==> config.mk <==
export PLATFORM = sky130hd
export DESIGN_NAME = opw_div
export DESIGN_NICKNAME = d
export VERILOG_FILES = /design/src/rtl/opw_div.sv
export SDC_FILE = /design/constraint.sdc
export NUM_CORES = 1
export LEC_CHECK = 0
export CORE_ASPECT_RATIO = 1.5
export CORE_MARGIN = 5
export CORE_UTILIZATION = 61
export CTS_CLUSTER_SIZE = 20
export DETAILED_ROUTE_END_ITERATION = 7
export DONT_BUFFER_PORTS = 1
export PLACE_DENSITY = 0.77
export SLEW_MARGIN = 25
export SYNTH_ARGS = -nofsm -noshare
export SYNTH_HDL_FRONTEND = slang
export SYNTH_SLANG_ARGS = --single-unit
==> constraint.sdc <==
create_clock -name clock -period 3 [get_ports clock]
set_clock_uncertainty 0.2 [all_clocks]
set_input_delay 0.45 -clock clock [delete_from_list [all_inputs] [get_ports clock]]
set_output_delay 0.45 -clock clock [all_outputs]
set_load 0.005 [all_outputs]
==> src/rtl/opw_div.sv <==
// restoring divider: 15-bit sum / 7-bit count, one quotient bit per cycle
// done and quotient are registered and appear in the cycle after the last step
module opw_div (
   input  logic        clock,
   input  logic        reset,
   input  logic        go,
   input  logic [14:0] dividend,
   input  logic [6:0]  divisor,
   output logic        done,
   output logic [7:0]  quotient
);
   logic [15:0] quo_ff, quo_in;
   logic [7:0]  rem_ff, rem_in;
   logic [6:0]  dvs_ff;
   logic [4:0]  step_ff, step_in;
   logic        busy_ff, busy_in;
   logic        done_ff;
   logic [8:0]  trial;

   always_comb begin
      quo_in = quo_ff;
      rem_in = rem_ff;
      step_in = step_ff;
      busy_in = busy_ff;
      trial = {rem_ff, quo_ff[15]} - {2'b00, dvs_ff};
      if (go) begin
         quo_in = {1'b0, dividend} + {10'd0, divisor[6:1]};
         rem_in = '0;
         step_in = 5'd0;
         busy_in = 1'b1;
      end else if (busy_ff) begin
         if (!trial[8]) begin
            rem_in = trial[7:0];
            quo_in = {quo_ff[14:0], 1'b1};
         end else begin
            rem_in = {rem_ff[6:0], quo_ff[15]};
            quo_in = {quo_ff[14:0], 1'b0};
         end
         step_in = step_ff + 5'd1;
         if (step_ff == 5'd15) begin
            busy_in = 1'b0;
         end
      end
   end

   always_ff @(posedge clock) begin
      if (reset) begin
         busy_ff <= 1'b0;
         step_ff <= '0;
         done_ff <= 1'b0;
      end else begin
         busy_ff <= busy_in;
         step_ff <= step_in;
         done_ff <= busy_ff && (step_ff == 5'd15);
      end
      quo_ff <= quo_in;
      rem_ff <= rem_in;
      if (go) begin
         dvs_ff <= divisor;
      end
   end

   assign done = done_ff;
   assign quotient = (quo_ff[15:8] != 8'd0) ? 8'hFF : quo_ff[7:0];
endmodule

==> out/results.txt <==
Max Fanout on Critical Path: 8
Slew headroom: 0.732
# port buffers: 0
Gpl congestion: 0.810
Peak VDD IR: 0.459 mV
Cell family with most CP delay: compound AO/OA/AOI/OAI gates
Critical Path Slowest Stage Cell: fa_1
CP dominant cell by count: inv_1
Nature of the critical path startpoint: flip-flop
DRT antenna net count: 0
Yosys warning total: 0
Clk_lat worst skew: 0.28 ns
Worst EP required: 2.99 ns
Total GRT Usage: 0.196
TritonCTS Buffers: 5
Top post-synthesis cells by area: edfxtp_1 (29%), dfxtp_1 (13%), ha_1 (7.9%), nor2_1 (4.4%), xor2_1 (4.1%)
First-pass GRT wire length: 7.81 mm
Clock share of power: 0.259
Die area: 0.00525 mm2
Final Hold Vio Count: 0
Seq/Total Area, Yosys: 0.418
CTS Buffer Depth: 2
Slew Viols, Final: 0
Share of power burned in registers: 0.505
Most common flop cell mapped by yosys: edfxtp_1
Final period util: 0.902
Htree depth: 2
CP arrival: 2.69 ns
Root Buffer Master: clkbuf_8
Antenna cells: 0
NetSw: 0.363 mW
Pwr Density: 518 mW/mm2
Mapped cell area: 0.00237 mm2
Post-synth EDFFs: 23
Post-Syn Nets: 287
Fmax achieved: 370 MHz
CP Buf/Inv Count: 3
Power Internal: 0.923 mW
Final WL: 4.67 mm
Gate Count Post-Synth: 245
CTS tree: done
Initial antenna violation count: 0
Crit path cell chain: inv_1, ha_1, inv_1, fa_1, a211oi_2, nor3_1, nor3_2, buf_4, o21ai_1, a311oi_1
Drt wl/cell: 16.1 um
Logic gate share of total power: 0.236
Setup ws final: 0.295 ns
Clk slew on worst S/H paths: 0.07 ns
Core area: 0.00372 mm2
Setup_tns: 0 ns
Largest net degree at the start of global routing: 53
Drt via density: 6.06
Post-synthesis cell type count: 47
Drt pass-1 iters: 4
Chip Width: 60.9 um
Layout cell share with drive strength beyond 1: 0.110
Final HPWL DP: 3.53 mm
Crit path largest cell delay: 0.41 ns
Crit path capture type: flip-flop
1st-iter DRT viols: 102
Status: finished, final reports clean
Nets: 287
TritonCTS Sinks: 38
DRC: 0
Post-synth top area share: 0.292
RSZ-0062 raised after global routing: false
Routed vias: 1,752
FF+latch count, synth: 38
Leakage: 0.915 nW
Mean Syn Cell Area: 9.67 um2
Async set-reset flop share out of synthesis: 0
Leading area contributor after synthesis: edfxtp_1
Setup violators final: 0
Row count: 27
Die height: 86.3 um
Vias in the first global route: 1,725
Filler instances: 313
Buffer count from post-CTS setup fixing: 0
Starting density of the core: 0.637
Max-Cap Viols: 0
Worst hold-check path type: primary input to flip-flop
I/O pins: 34
Worst Tran Pin Value: 0.398 ns
Grt ovf: 0
Final min period: 2.71 ns
Place WS: 0.201 ns
Sw Ratio: 0.283
Area growth from synthesis to layout: 4.75%
WS Path Type: flip-flop to flip-flop
==> stage by stage <==
stage	instance area (um2)	utilization	hold slack (ns)	instances	total power, mW
floorplan	2370	-	0.256	245	0.910
CTS	2480	0.666	0.0183	289	1.29
finish	2480	0.668	0.0323	289	1.29
global placement	2400	0.645	0.270	281	0.954
detailed placement	2400	0.645	0.278	281	0.960
global route	2480	0.668	0.0162	289	1.37
==> what timing repair did <==
action                                  CTS  global route
endpoints found under the setup margin    0             5
resized for setup                         0             1
hold buffers                              0             0
==> registers in the layout (all words and copies together) (netlist names) <==
name	cells
done	1
busy_ff	1
step_ff	5
dvs_ff	7
rem_ff	8
quo_ff	16
==> layout make-up <==
type / count / area [um2] / share of cell area
Clock buffer: 8 / 80.1 / 0.0323
Inverter: 17 / 63.8 / 0.0257
Multi-Input combinational cell: 181 / 1280 / 0.515
Sequential cell: 38 / 991 / 0.399
Tap cell: 43 / 53.8 / 0.0217
Timing Repair Buffer: 2 / 15.0 / 0.00605
==> Yosys cell counts (2+ instances only) <==
master / number
a211oi_1: 7
a21o_1: 2
a21oi_1: 15
a31oi_1: 4
clkbuf_1: 8
dfxtp_1: 15
edfxtp_1: 23
fa_1: 2
ha_1: 15
inv_1: 17
mux2_2: 6
mux2i_1: 6
nand2_1: 12
nand2b_1: 2
nand3_1: 5
nand3b_1: 2
nor2_1: 28
nor3_1: 6
nor3b_1: 3
nor4_1: 2
o211ai_1: 3
o21ai_0: 12
o21ai_1: 2
or2_2: 8
or3_1: 4
xnor2_1: 5
xor2_1: 11
==> power by group through the flow <==
stage          combinational (mW)  sequential, mW  clock (mW)
3_3_place_gp                0.294           0.660           0
6_report                    0.304           0.649       0.333
4_1_cts                     0.301           0.649       0.340
3_5_place_dp                0.300           0.660           0
2_1_floorplan               0.263           0.647           0
5_1_grt                     0.342           0.656       0.368
==> per-layer routing <==
layer	track usage	wire [um]	vias up
met2	0.337	2460	42
met4	0.0710	79	0
li1	-	-	889
met1	0.231	1920	812
met3	0.0477	210	9
met5	0	0	-
==> cell families (layout without fill, tap and decap cells) <==
kind of cell	Yosys count	count (layout)	share of synthesized area
muxes	13	13	0.0586
buffers and inverters	26	27	0.0444
xor gates and xnor gates	16	16	0.0592
adders and majority gates	17	17	0.0961
and+or+nand+nor	79	79	0.169
AOI/OAI and AO/OA	56	56	0.154
DFF	38	38	0.418
==> worst paths after layout <==
path | cells after the start | to | slack [ns] | from
hold / removal | 1 | busy_ff$_SDFF_PP0_ | 0.03 | reset
setup reg to reg | 10 | rem_ff[5]$_SDFFE_PP0P_ | 0.29 | quo_ff[15]$_DFFE_PP_
hold reg to reg | 2 | step_ff[4]$_SDFFE_PP0P_ | 0.29 | step_ff[4]$_SDFFE_PP0P_
setup / recovery | 10 | rem_ff[5]$_SDFFE_PP0P_ | 0.29 | quo_ff[15]$_DFFE_PP_
==> placed cells by master (no fill, tap or decap), types with 5 or more instances in the layout <==
| cell | instances |
|---|---|
| xnor2_1 | 5 |
| a21oi_1 | 15 |
| o21ai_0 | 12 |
| nor3_1 | 6 |
| mux2_2 | 6 |
| inv_1 | 17 |
| clkbuf_8 | 5 |
| nor2_1 | 28 |
| dfxtp_1 | 15 |
| edfxtp_1 | 23 |
| a211oi_1 | 6 |
| xor2_1 | 11 |
| nand2_1 | 12 |
| ha_1 | 15 |
| mux2i_1 | 6 |
| nand3_1 | 5 |
| or2_2 | 8 |
Note: power is estimated with default switching activity, not from simulation.
